$ cat src/afl_pkg.sv
// ---------------------------------------------------------------------------
// afl_pkg
// Shared types and constants of the API frame link: frame bytes, header
// layout and the result item carried through the output chain.
// ---------------------------------------------------------------------------
`timescale 1ns / 1ps

package afl_pkg;

  localparam int unsigned RxLen = 10;
  localparam int unsigned TxLen = 13;

  localparam logic [7:0] START_MARK   = 8'h7E;
  localparam logic [7:0] LEN_HI       = 8'h00;
  localparam logic [7:0] RX_LEN_LO    = 8'h06;
  localparam logic [7:0] TX_LEN_LO    = 8'h09;
  localparam logic [7:0] API_ID       = 8'h01;
  localparam logic [7:0] FRAME_ID     = 8'h00;
  localparam logic [7:0] RX_ADDR_HI   = 8'h21;
  localparam logic [7:0] TX_ADDR_HI   = 8'h20;
  localparam logic [7:0] PAIR_ADDR    = 8'h85;
  localparam logic [7:0] OPTIONS_BYTE = 8'h01;
  localparam logic [7:0] CS_BASE      = 8'hFF;

  localparam logic [7:0] DEST_RESET  = 8'h85;

  typedef enum logic [1:0] {
    ST_DRIVING  = 2'd0,
    ST_CHARGING = 2'd1,
    ST_PAIRING  = 2'd2,
    ST_SPARE    = 2'd3
  } afl_status_e;

  typedef enum logic {
    CFG_TX_STATUS = 1'b0,
    CFG_DEST_ADDR = 1'b1
  } afl_cfg_idx_e;

  typedef enum logic {
    KIND_TX = 1'b0,
    KIND_RX = 1'b1
  } afl_kind_e;

  typedef struct packed {
    logic        kind;
    logic [7:0]  tx_byte;
    logic        last;
    logic [7:0]  rx_status;
    logic        newly_paired;
  } afl_item_t;

  typedef struct packed {
    logic clr;
    logic shift;
  } afl_win_ctrl_t;

  typedef struct packed {
    logic load;
    logic shift;
  } afl_out_ctrl_t;

endpackage

$ cat src/afl_win_cell.sv
// ---------------------------------------------------------------------------
// afl_win_cell
// One byte of the receive window. Loads its clear value on a start byte and
// takes its neighbor's byte on a shift.
// ---------------------------------------------------------------------------
`timescale 1ns / 1ps

module afl_win_cell (
  input  logic                   clk_i,
  input  logic                   rst_ni,
  input  afl_pkg::afl_win_ctrl_t ctrl_i,
  input  logic [7:0]             clr_val_i,
  input  logic [7:0]             nbr_i,
  output logic [7:0]             data_o
);
  import afl_pkg::*;

  logic [7:0] data_q, data_d;

  always_comb begin
    data_d = data_q;
    if (ctrl_i.clr) begin
      data_d = clr_val_i;
    end else if (ctrl_i.shift) begin
      data_d = nbr_i;
    end
  end

  always_ff @(posedge clk_i or negedge rst_ni) begin
    if (!rst_ni) begin
      data_q <= '0;
    end else begin
      data_q <= data_d;
    end
  end

  assign data_o = data_q;

endmodule

$ cat src/afl_out_cell.sv
// ---------------------------------------------------------------------------
// afl_out_cell
// One slot of the output chain. Holds a result item and its valid bit; loads
// a new item or takes its neighbor's slot as the chain drains.
// ---------------------------------------------------------------------------
`timescale 1ns / 1ps

module afl_out_cell (
  input  logic                   clk_i,
  input  logic                   rst_ni,
  input  afl_pkg::afl_out_ctrl_t ctrl_i,
  input  afl_pkg::afl_item_t     load_item_i,
  input  afl_pkg::afl_item_t     nbr_item_i,
  input  logic                   nbr_valid_i,
  output afl_pkg::afl_item_t     item_o,
  output logic                   valid_o
);
  import afl_pkg::*;

  afl_item_t item_q, item_d;
  logic      valid_q, valid_d;

  always_comb begin
    item_d  = item_q;
    valid_d = valid_q;
    if (ctrl_i.load) begin
      item_d  = load_item_i;
      valid_d = 1'b1;
    end else if (ctrl_i.shift) begin
      item_d  = nbr_item_i;
      valid_d = nbr_valid_i;
    end
  end

  always_ff @(posedge clk_i or negedge rst_ni) begin
    if (!rst_ni) begin
      valid_q <= 1'b0;
    end else begin
      valid_q <= valid_d;
    end
  end

  always_ff @(posedge clk_i) begin
    item_q <= item_d;
  end

  assign item_o  = item_q;
  assign valid_o = valid_q;

endmodule

$ cat src/api_frame_link.sv
// ---------------------------------------------------------------------------
// api_frame_link
// Receive checker and transmit framer for a 10-byte / 13-byte API frame.
// ---------------------------------------------------------------------------
// A received byte is taken every cycle: it shifts through a row of ten window
// cells and the frame check on the shifted window completes in that cycle; a
// passing frame appends one item to the output chain. A send tick loads all
// thirteen frame bytes into a row of thirteen output cells, which then drain
// one item per cycle toward out_valid_o while out_stall_i is low. A send tick
// waits until that chain is empty (the previous frame and each receive item
// queued behind it must drain first, and any output stall holds it longer);
// a received byte waits only while all thirteen output cells are full.
// Configuration writes are always ready.
`timescale 1ns / 1ps

module api_frame_link (
  input  logic       clk_i,
  input  logic       rst_ni,
  input  logic       in_valid_i,
  output logic       in_stall_o,
  input  logic       cmd_i,
  input  logic [7:0] rx_byte_i,
  input  logic [9:0] joy1_sample_i,
  input  logic [9:0] joy2_sample_i,
  input  logic [7:0] digital_byte_i,
  output logic       out_valid_o,
  input  logic       out_stall_i,
  output logic       kind_o,
  output logic [7:0] tx_byte_o,
  output logic       last_o,
  output logic [7:0] rx_status_o,
  output logic       newly_paired_o,
  input  logic       cfg_valid_i,
  output logic       cfg_ready_o,
  input  logic       cfg_index_i,
  input  logic [7:0] cfg_data_i
);
  import afl_pkg::*;

  localparam logic [3:0] TxCnt = 4'(TxLen);

  logic [1:0] tx_status_q;
  logic [7:0] dest_addr_q;
  logic       armed_q, armed_d;
  logic       paired_q, paired_d;
  logic [7:0] prev_tail_q, prev_tail_d;
  logic [3:0] cnt_q, cnt_d;

  logic          acc;
  logic          rx_acc;
  logic          tx_acc;
  logic          is_start;
  logic          rx_shift;
  logic          rx_pass;
  logic          rx_res;
  logic          out_shift;
  logic [3:0]    append_idx;
  logic [7:0]    rx_sum;
  afl_win_ctrl_t win_ctrl;
  logic [7:0]    win [RxLen];

  logic [7:0]    tx_bytes [TxLen];
  logic [7:0]    p9, p10, p11;
  logic [7:0]    tx_sum;
  afl_item_t     rx_item;
  afl_item_t     cell_item [TxLen];
  logic          cell_valid [TxLen];

  // ---- handshake ----
  assign in_stall_o  = cmd_i ? (cnt_q != '0) : (cnt_q == TxCnt);
  assign acc         = in_valid_i && !in_stall_o;
  assign rx_acc      = acc && !cmd_i;
  assign tx_acc      = acc && cmd_i;
  assign out_shift   = cell_valid[0] && !out_stall_i;
  assign cfg_ready_o = 1'b1;

  // ---- configuration ----
  always_ff @(posedge clk_i or negedge rst_ni) begin
    if (!rst_ni) begin
      tx_status_q <= ST_PAIRING;
      dest_addr_q <= DEST_RESET;
    end else if (cfg_valid_i && cfg_ready_o) begin
      case (afl_cfg_idx_e'(cfg_index_i))
        CFG_TX_STATUS: tx_status_q <= cfg_data_i[1:0];
        CFG_DEST_ADDR: dest_addr_q <= cfg_data_i;
        default:       tx_status_q <= tx_status_q;
      endcase
    end
  end

  // ---- receive window ----
  assign is_start      = (rx_byte_i == START_MARK);
  assign rx_shift      = rx_acc && !is_start && armed_q;
  assign win_ctrl.clr  = rx_acc && is_start;
  assign win_ctrl.shift = rx_shift;

  for (genvar k = 0; k < RxLen; k++) begin : g_win
    afl_win_cell u_cell (
      .clk_i     (clk_i),
      .rst_ni    (rst_ni),
      .ctrl_i    (win_ctrl),
      .clr_val_i ((k == RxLen - 1) ? START_MARK : 8'h00),
      .nbr_i     ((k == RxLen - 1) ? rx_byte_i : win[(k + 1) % RxLen]),
      .data_o    (win[k])
    );
  end

  // check on the window as it stands after this shift
  assign rx_sum  = win[4] + win[5] + win[6] + win[7] + win[8] + win[9];
  assign rx_pass = (win[1] == START_MARK) && (win[2] == LEN_HI) &&
                   (win[3] == RX_LEN_LO) && (win[4] == API_ID) &&
                   (win[5] == FRAME_ID) && (win[6] == RX_ADDR_HI) &&
                   (win[7] == PAIR_ADDR) && (win[8] == OPTIONS_BYTE) &&
                   (rx_byte_i == CS_BASE - rx_sum);
  assign rx_res  = rx_shift && rx_pass;

  always_comb begin
    armed_d  = armed_q;
    paired_d = paired_q;
    if (win_ctrl.clr) begin
      armed_d = 1'b1;
    end else if (rx_res) begin
      armed_d  = 1'b0;
      paired_d = 1'b1;
    end
  end

  assign rx_item.kind         = KIND_RX;
  assign rx_item.tx_byte      = 8'h00;
  assign rx_item.last         = 1'b1;
  assign rx_item.rx_status    = win[9];
  assign rx_item.newly_paired = !paired_q;

  // ---- transmit frame ----
  always_comb begin
    case (afl_status_e'(tx_status_q))
      ST_PAIRING: begin
        p9  = RX_ADDR_HI;
        p10 = PAIR_ADDR;
        p11 = prev_tail_q;
      end
      ST_CHARGING: begin
        p9  = 8'h00;
        p10 = 8'h00;
        p11 = 8'h00;
      end
      default: begin
        p9  = joy1_sample_i[9:2];
        p10 = joy2_sample_i[9:2];
        p11 = digital_byte_i;
      end
    endcase
  end

  assign prev_tail_d = tx_acc ? p11 : prev_tail_q;

  assign tx_sum = API_ID + FRAME_ID + TX_ADDR_HI + dest_addr_q + OPTIONS_BYTE +
                  {6'b0, tx_status_q} + p9 + p10 + p11;

  assign tx_bytes[0]  = START_MARK;
  assign tx_bytes[1]  = LEN_HI;
  assign tx_bytes[2]  = TX_LEN_LO;
  assign tx_bytes[3]  = API_ID;
  assign tx_bytes[4]  = FRAME_ID;
  assign tx_bytes[5]  = TX_ADDR_HI;
  assign tx_bytes[6]  = dest_addr_q;
  assign tx_bytes[7]  = OPTIONS_BYTE;
  assign tx_bytes[8]  = {6'b0, tx_status_q};
  assign tx_bytes[9]  = p9;
  assign tx_bytes[10] = p10;
  assign tx_bytes[11] = p11;
  assign tx_bytes[12] = CS_BASE - tx_sum;

  // ---- output chain ----
  assign append_idx = cnt_q - {3'b0, out_shift};

  for (genvar k = 0; k < TxLen; k++) begin : g_out
    afl_out_ctrl_t ctrl;
    afl_item_t     load_item;
    afl_item_t     tx_item;

    assign tx_item.kind         = KIND_TX;
    assign tx_item.tx_byte      = tx_bytes[k];
    assign tx_item.last         = (k == TxLen - 1);
    assign tx_item.rx_status    = 8'h00;
    assign tx_item.newly_paired = 1'b0;

    assign ctrl.load  = tx_acc || (rx_res && (append_idx == 4'(k)));
    assign ctrl.shift = out_shift;
    assign load_item  = tx_acc ? tx_item : rx_item;

    afl_out_cell u_cell (
      .clk_i       (clk_i),
      .rst_ni      (rst_ni),
      .ctrl_i      (ctrl),
      .load_item_i (load_item),
      .nbr_item_i  (cell_item[(k + 1) % TxLen]),
      .nbr_valid_i ((k == TxLen - 1) ? 1'b0 : cell_valid[(k + 1) % TxLen]),
      .item_o      (cell_item[k]),
      .valid_o     (cell_valid[k])
    );
  end

  always_comb begin
    cnt_d = cnt_q - {3'b0, out_shift} + {3'b0, rx_res};
    if (tx_acc) begin
      cnt_d = TxCnt;
    end
  end

  always_ff @(posedge clk_i or negedge rst_ni) begin
    if (!rst_ni) begin
      armed_q     <= 1'b0;
      paired_q    <= 1'b0;
      prev_tail_q <= '0;
      cnt_q       <= '0;
    end else begin
      armed_q     <= armed_d;
      paired_q    <= paired_d;
      prev_tail_q <= prev_tail_d;
      cnt_q       <= cnt_d;
    end
  end

  assign out_valid_o    = cell_valid[0];
  assign kind_o         = cell_item[0].kind;
  assign tx_byte_o      = cell_item[0].tx_byte;
  assign last_o         = cell_item[0].last;
  assign rx_status_o    = cell_item[0].rx_status;
  assign newly_paired_o = cell_item[0].newly_paired;

endmodule

$ cat config.mk
export PLATFORM = sky130hd
export DESIGN_NAME = api_frame_link
export DESIGN_NICKNAME = d
export VERILOG_FILES = /design/src/afl_pkg.sv /design/src/afl_win_cell.sv /design/src/afl_out_cell.sv /design/src/api_frame_link.sv
export SDC_FILE = /design/constraint.sdc
export NUM_CORES = 1
export LEC_CHECK = 0
export BUFFER_PORTS_ARGS = -buffer_cell sky130_fd_sc_hd__buf_4
export CORE_ASPECT_RATIO = 1.2
export CORE_MARGIN = 2
export CORE_UTILIZATION = 50
export DETAILED_ROUTE_END_ITERATION = 6
export GPL_TIMING_DRIVEN = 0
export PLACE_DENSITY = 0.75
export RECOVER_POWER = 25
export SLEW_MARGIN = 30
export SYNTH_ARGS = -nofsm -noshare
export SYNTH_HDL_FRONTEND = slang
export SYNTH_SLANG_ARGS = --single-unit
export TNS_END_PERCENT = 5
$ cat constraint.sdc
create_clock -name clk_i -period 17.5 [get_ports clk_i]
set_input_delay 0.875 -clock clk_i [delete_from_list [all_inputs] [get_ports clk_i]]
set_output_delay 0.875 -clock clk_i [all_outputs]
set_load 0.005 [all_outputs]
==> impl_metrics.json, run 1 <==
{
  "synth_nets": 1553,
  "worst-setup-path-type": "flop to flop",
  "rsz0062_at_grt": "no",
  "n_antenna_cell": 0,
  "synth_top_area_frac": 0.424,
  "final.setup_skew_ns": 0.0211,
  "reg2reg_to": "g_out[9].u_cell.item_o[6]$_DFFE_PP_",
  "clockBufferDepth": 3,
  "drtIter0Drc": 1392,
  "worst_path_largest_cell_delay_ns": 0.70,
  "cap_violations": 1,
  "critical_path_buf_inv_count": 2,
  "ys.flop_type": "edfxtp_1",
  "final_max_slew_viol_count": 110,
  "synth_edf_count": 247,
  "htreeDepth": 2,
  "rr_startpoint": "g_win[9].u_cell.data_o[0]$_DFFE_PN0P_",
  "max_freq_mhz": 147,
  "dieArea_um2": 36500,
  "drc": 0,
  "grt_start_max_net_pins": 110,
  "post-cts-setup-buffers": 0,
  "overflow": 0,
  "synth.most_common_cell": "edfxtp_1",
  "r2r_slack_ns": 10.70,
  "final_nets": 1660,
  "min_from": "prev_tail_q[0]$_DFFE_PN0P_",
  "endpoint_kind": "flop",
  "ctsHoldBuffers": 0,
  "hold_class": "flop to flop",
  "vias": 12031,
  "fillCellCount": 2844,
  "drive_gt1_frac": 0.130,
  "place_ws_ns": 10.77,
  "power_density_nw_per_um2": 140,
  "r2r_cells": 14,
  "dieWidth_um": 175,
  "crit_chain": "fa_1, fa_1, inv_1, ha_1, mux2_2, fa_1, xor2_1, nand3_1, nor4_1, o2111ai_1, a2111oi_4, nand4_1, buf_2, nand2_1",
  "dp_hpwl_um": 32600,
  "drt-total-wl_um": 44300,
  "num_rows": 75,
  "crit_fanout": 19,
  "dieHeight_um": 209,
  "postSynthCellCount": 1430,
  "fin_ws_ns": 10.70,
  "min_period_over_period": 0.389,
  "clock_latency_ns": 0.54,
  "start_kind": "flop",
  "cp_data_arrival_time_ns": 6.95,
  "synth_area_per_cell_um2": 12.2,
  "ys_warn_count": 0,
  "place.gp.congestion": 0.949,
  "finalHoldViolCount": 0,
  "post_drt_wl_per_cell_um": 21.9,
  "violations": "max-capacitance violations, max-slew violations",
  "min_period_ns": 6.80,
  "min_to": "prev_tail_q[0]$_DFFE_PN0P_",
  "start_util": 0.504,
  "core_area_um2": 34700,
  "cts_tree": "built",
  "cts.sinks": 356,
  "synth_top_cell_by_area": "edfxtp_1",
  "grt_pass1_vias": 12127,
  "crit_top_cell": "fa_1",
  "io_buffers": 67,
  "syn-cell-area_um2": 17500,
  "worst_path_max_delay_cell": "a2111oi_4",
  "grt_usage": 0.247,
  "tightest_slew_ns": 6.06,
  "syn_to_final_growth_pct": 13.7,
  "p_leak_nw": 8.15,
  "numCtsBuffers": 37,
  "post_cts_resized": 0,
  "synth.distinct_cells": 62,
  "crit_family": "adder cells",
  "async_flop_share": 0.306,
  "crit_required_ns": 17.65,
  "netlist_top_cells_area": "edfxtp_1 (42%), dfrtp_1 (15%), fa_1 (4.8%)",
  "vias_per_cell": 5.93,
  "setup_viol": 0,
  "pin_count": 73,
  "status": "complete, but fails checks",
  "relSlewSlack": -3.04,
  "peakVddDrop_v": 0.000111,
  "firstDrtPassIters": 5,
  "yosys-top-cells-count": "edfxtp_1 (247), nand2_1 (222), dfrtp_1 (105)",
  "whs_path_depth": 2,
  "clk_pin_slew_ns": 0.06,
  "fin_tns_setup_ns": 0,
  "antenna_found_initial": 0,
  "grt_pass1_wl_um": 69200,
  "cts-root-buf": "clkbuf_16",
  "ant_nets": 0,
  "ys_ff_latch": 356,
  "seq_area_frac_synth": 0.580
}
==> worst max-delay path by stage <==
stage / start / slack, ns / endpoint / cells past startpoint
final: g_win[9].u_cell.data_o[0]$_DFFE_PN0P_ / 10.70 / g_out[9].u_cell.item_o[6]$_DFFE_PP_ / 14
after global routing: rst_ni / 10.25 / dest_addr_q[1]$_DFFE_PN0P_ / 1
after CTS: g_win[9].u_cell.data_o[0]$_DFFE_PN0P_ / 10.75 / g_out[9].u_cell.item_o[6]$_DFFE_PP_ / 14
after detailed placement: g_win[9].u_cell.data_o[0]$_DFFE_PN0P_ / 10.77 / g_out[9].u_cell.item_o[6]$_DFFE_PP_ / 14
after global placement: g_win[9].u_cell.data_o[0]$_DFFE_PN0P_ / 10.34 / g_out[2].u_cell.item_o[12]$_SDFFCE_PP0P_ / 12
after floorplan: g_win[7].u_cell.data_o[0]$_DFFE_PN0P_ / 11.89 / g_out[2].u_cell.item_o[0]$_DFFE_PP_ / 13
==> through the flow <==
stage / instance area, µm² / power, mW / hold WS [ns] / std cells / util
after global placement: 18600 / 1.93 / 0.458 / 1959 / 0.535
after CTS: 19900 / 2.78 / 0.431 / 2028 / 0.573
after global routing: 19900 / 2.94 / 0.515 / 2028 / 0.573
after floorplan: 17500 / 1.72 / 0.447 / 1430 / -
final: 19900 / 2.78 / 0.479 / 2028 / 0.573
after detailed placement: 18600 / 1.95 / 0.465 / 1960 / 0.537
==> logic make-up after synthesis <==
group,share of synthesized area
other cells,0.000214
buf+inv,0.0413
simple gates,0.117
compound gates,0.116
mux,0.0542
xor+xnor,0.0217
fa+ha+maj,0.0695
flops,0.580
==> routing by layer <==
metal | vias to the layer above | GRT usage | part of all wire
met2 | 550 | 0.421 | 0.49
met4 | 0 | 0.103 | 0.044
met3 | 118 | 0.0373 | 0.066
met1 | 5964 | 0.316 | 0.40
li1 | 5399 | - | -
met5 | - | 0 | 0
==> worst min-delay path: stages, from the launching register on <==
cell	delay, ns
dfrtp_1	0.34
nand2_1	0.05
nand2_1	0.06
==> power by group <==
part	internal, mW	switching (mW)
logic	0.408	0.541
clock network	0.495	0.339
registers	0.928	0.0666
==> final cells by class <==
| cell class | instances | area [µm²] | area share |
|---|---|---|---|
| multi-input cells | 906 | 6670 | 0.335 |
| flip-flops and latches | 356 | 10100 | 0.510 |
| clock inverters | 20 | 280 | 0.0141 |
| inverters | 60 | 225 | 0.0113 |
| repair buffers | 68 | 507 | 0.0255 |
| plain buffers | 108 | 498 | 0.0250 |
| clock buffers | 48 | 997 | 0.0501 |
| well taps | 462 | 578 | 0.0290 |
==> sequential cells by signal, indices dropped and copies added, names as in the netlist <==
signal	flops
armed_q	1
cnt_q	4
dest_addr_q	8
g_out.u_cell.item_o	247
g_out.u_cell.valid_o	13
g_win.u_cell.data_o	72
paired_q	1
prev_tail_q	8
tx_status_q	2
==> cells in the final DEF (no fill, tap or decap), drive strengths merged, types with 9 or more instances in the layout <==
cell type | netlist | routed
o21a | 24 | 24
nor3 | 13 | 13
buf | 47 | 85
fa | 42 | 42
clkbuf | 61 | 139
nor4b | 9 | 9
a31oi | 11 | 11
nand3 | 17 | 17
nor4 | 17 | 17
dfrtp | 105 | 105
and2 | 26 | 26
o22ai | 17 | 17
a22o | 85 | 85
nor2 | 35 | 35
and3 | 29 | 29
clkinv | 5 | 15
a21oi | 18 | 18
xor2 | 15 | 15
mux2i | 78 | 78
edfxtp | 247 | 247
a21o | 23 | 23
nand2 | 222 | 222
inv | 55 | 57
a31o | 12 | 12
o21ai | 47 | 47
mux2 | 15 | 15
nand2b | 10 | 10
ha | 30 | 30
nand4 | 12 | 12
xnor2 | 23 | 23
o211ai | 14 | 14
(Power assumes the default switching activity.)
==> inputs of run 2 (changes only) <==
- ABC_AREA: default -> 1
- clock period: 17.5 -> 6.45 ns (I/O delays scaled with it)
==> impl_metrics.json, run 2 <==
{
  "syn_to_final_growth_pct": 13.8,
  "setup_viol": 0,
  "mostFrequentLayoutCell": "inv_1",
  "fin_area_um2": 19900,
  "top_usage_layer": "met2",
  "drive_gt1_frac": 0.105,
  "power_density_nw_per_um2": 341,
  "fillCellCount": 2892,
  "peakVddDrop_v": 0.000341,
  "violations": "max-capacitance violations, max-slew violations",
  "grt_start_max_net_pins": 56,
  "netlist_top_cells_area": "edfxtp_1 (43%), dfrtp_1 (15%), inv_1 (6.3%)",
  "cts_tree": "built",
  "p_leak_nw": 8.80,
  "vias": 12853,
  "ys_warn_count": 0,
  "ant_nets": 0,
  "synth_top_cell_by_area": "edfxtp_1",
  "clockBufferDepth": 3,
  "grt_usage": 0.246,
  "min_period_over_period": 0.910,
  "io_buffers": 67,
  "async_flop_share": 0.306,
  "synth.most_common_cell": "inv_1",
  "vias_per_cell": 5.50,
  "dieHeight_um": 209,
  "grt_pass1_wl_um": 69300,
  "placed_area_um2": 18600,
  "cts.sinks": 356,
  "relSlewSlack": -1.08,
  "multi_input_area_um2": 5660,
  "antenna_found_initial": 0,
  "ys_ff_latch": 356,
  "grt_pass1_vias": 12917,
  "use_met2": 0.432,
  "tightest_slew_ns": 3.12,
  "place.gp.congestion": 0.935,
  "clk_pin_slew_ns": 0.06,
  "min_from": "cfg_data_i[5]",
  "synth_nets": 1862,
  "ys.flop_type": "edfxtp_1",
  "final_max_slew_viol_count": 55,
  "cp_data_arrival_time_ns": 6.01,
  "clock_latency_ns": 0.53,
  "synth_area_per_cell_um2": 10.0,
  "drtIter0Drc": 1114,
  "yosys-top-cells-count": "inv_1 (294), edfxtp_1 (247), nand2_1 (235)",
  "finalHoldViolCount": 0,
  "start_util": 0.509,
  "min_period_ns": 5.87,
  "numCtsBuffers": 39,
  "synth.distinct_cells": 43,
  "met1_usage": 0.305,
  "worst-setup-path-type": "flop to flop",
  "crit_required_ns": 6.59,
  "final.setup_skew_ns": 0.0212,
  "n_antenna_cell": 0,
  "dieWidth_um": 175,
  "pin_count": 73,
  "syn-cell-area_um2": 17400,
  "status": "complete, but fails checks",
  "cts-root-buf": "clkbuf_16",
  "htreeDepth": 2,
  "hold_class": "input port to flop",
  "cap_violations": 1,
  "final-seq-area_um2": 10100,
  "final_nets": 1972,
  "largest_reg_flops": 247,
  "rr_startpoint": "g_win[9].u_cell.data_o[0]$_DFFE_PN0P_",
  "endpoint_kind": "flop",
  "synth_edf_count": 247,
  "firstDrtPassIters": 6,
  "finalPower_mw": 6.77,
  "dp_hpwl_um": 32400,
  "num_rows": 74,
  "start_kind": "flop",
  "postSynthCellCount": 1739,
  "crit_fanout": 19,
  "synth_top_area_frac": 0.425,
  "drt-total-wl_um": 44500,
  "dieArea_um2": 36400,
  "drc": 0,
  "post_cts_resized": 0,
  "fin_tns_setup_ns": 0,
  "rsz0062_at_grt": "no",
  "post_drt_wl_per_cell_um": 19.1,
  "seq_area_frac_synth": 0.582,
  "worstSetupStartpoint": "g_win[9].u_cell.data_o[0]$_DFFE_PN0P_",
  "use_met3": 0.0366,
  "overflow": 0,
  "core_area_um2": 34300,
  "max_freq_mhz": 170,
  "mostFrequentLayoutCells": "inv_1 (294), edfxtp_1 (247), nand2_1 (233)"
}
==> run 2: changes by cell type after synthesis, sizes merged, moves of 18 or more <==
cell and change:
a21o -22, a21oi +20, a22o -85, and2 -25
and3 -29, inv +242, mux2i -78, nand2 +18
nand3 +162, nor2 +110, o21a -24, o21ai +137
o22ai +41
==> run 2: critical path, stage by stage (launching register included) <==
cell     delay [ns]
dfrtp_1        0.55
fa_1           0.53
fa_1           0.56
inv_1          0.05
ha_1           0.28
nand2_1        0.15
and2_1         0.17
inv_1          0.06
fa_1           0.57
inv_1          0.05
nand2_1        0.07
nand2_1        0.05
nor2_1         0.10
nand3_1        0.07
nor2_1         0.09
nand3_1        0.08
nor2_1         0.14
nand4_1        0.15
nor2_4         0.27
buf_12         0.19
nand3_2        0.13
nand2_1        0.35
inv_1          0.10
nand2_1        0.68
==> run 2: path summary, 6_finish.rpt <==
kind	endpoint	depth (start not counted)	slack (ns)
min in group asynchronous	g_win[2].u_cell.data_o[6]$_DFFE_PN0P_	2	1.38
worst max register to register	g_out[9].u_cell.item_o[8]$_DFFE_PP_	23	0.58
max in group asynchronous	g_win[4].u_cell.data_o[3]$_DFFE_PN0P_	2	3.32
worst min register to register	g_win[1].u_cell.data_o[4]$_DFFE_PN0P_	2	0.49
worst min-delay path	dest_addr_q[5]$_DFFE_PN0P_	2	0.02
worst max-delay path	g_out[9].u_cell.item_o[8]$_DFFE_PP_	23	0.58
==> run 2: cell families (layout without fill, tap and decap cells) <==
family                     Yosys count  count (layout)  share of synthesized area
and+or+nand+nor                    602             602                      0.155
AOI/OAI and AO/OA                  287             287                     0.0881
xor gates and xnor gates            16              16                    0.00803
adders and majority gates           72              72                     0.0697
DFF                                356             356                      0.582
other                                1               1                   0.000215
buffers and inverters              399             539                     0.0937
muxes                                6               6                    0.00387
==> run 2: routing by layer <==
layer,up-vias,part of all wire
met5,-,0
met4,0,0.037
met2,546,0.50
met3,98,0.073
met1,6250,0.39
li1,5959,-
==> run 2: area by class of cell <==
type	instances	share of cell area
flip-flops and latches	356	0.511
multi-input cells	984	0.285
inverters	299	0.0565
clock buffers	53	0.0555
well taps	456	0.0287
repair buffers	69	0.0270
plain buffers	100	0.0245
clock inverters	18	0.0113
==> run 2: timing repair <==
| action | in CTS | in global routing |
|---|---|---|
| hold buffers | 1 | 0 |
| hold endpoints to repair | 54 | 0 |
| buffers inserted | 0 | 0 |
==> run 2: report_power, final <==
part / switching, mW / internal [mW] / total (mW)
sequential: 0.0704 / 2.49 / 2.56
clock: 0.904 / 1.40 / 2.30
combinational: 1.18 / 0.726 / 1.90
total: 2.15 / 4.61 / 6.77
==> run 2: through the flow <==
step	instances	utilization	hold WS, ns	setup slack, ns
after floorplan	1739	-	0.0269	1.76
after global placement	2262	0.541	0.465	0.686
after detailed placement	2263	0.542	0.271	0.652
after CTS	2335	0.581	0.0121	0.600
after global routing	2335	0.580	0.0224	0.230
final	2335	0.580	0.0243	0.581
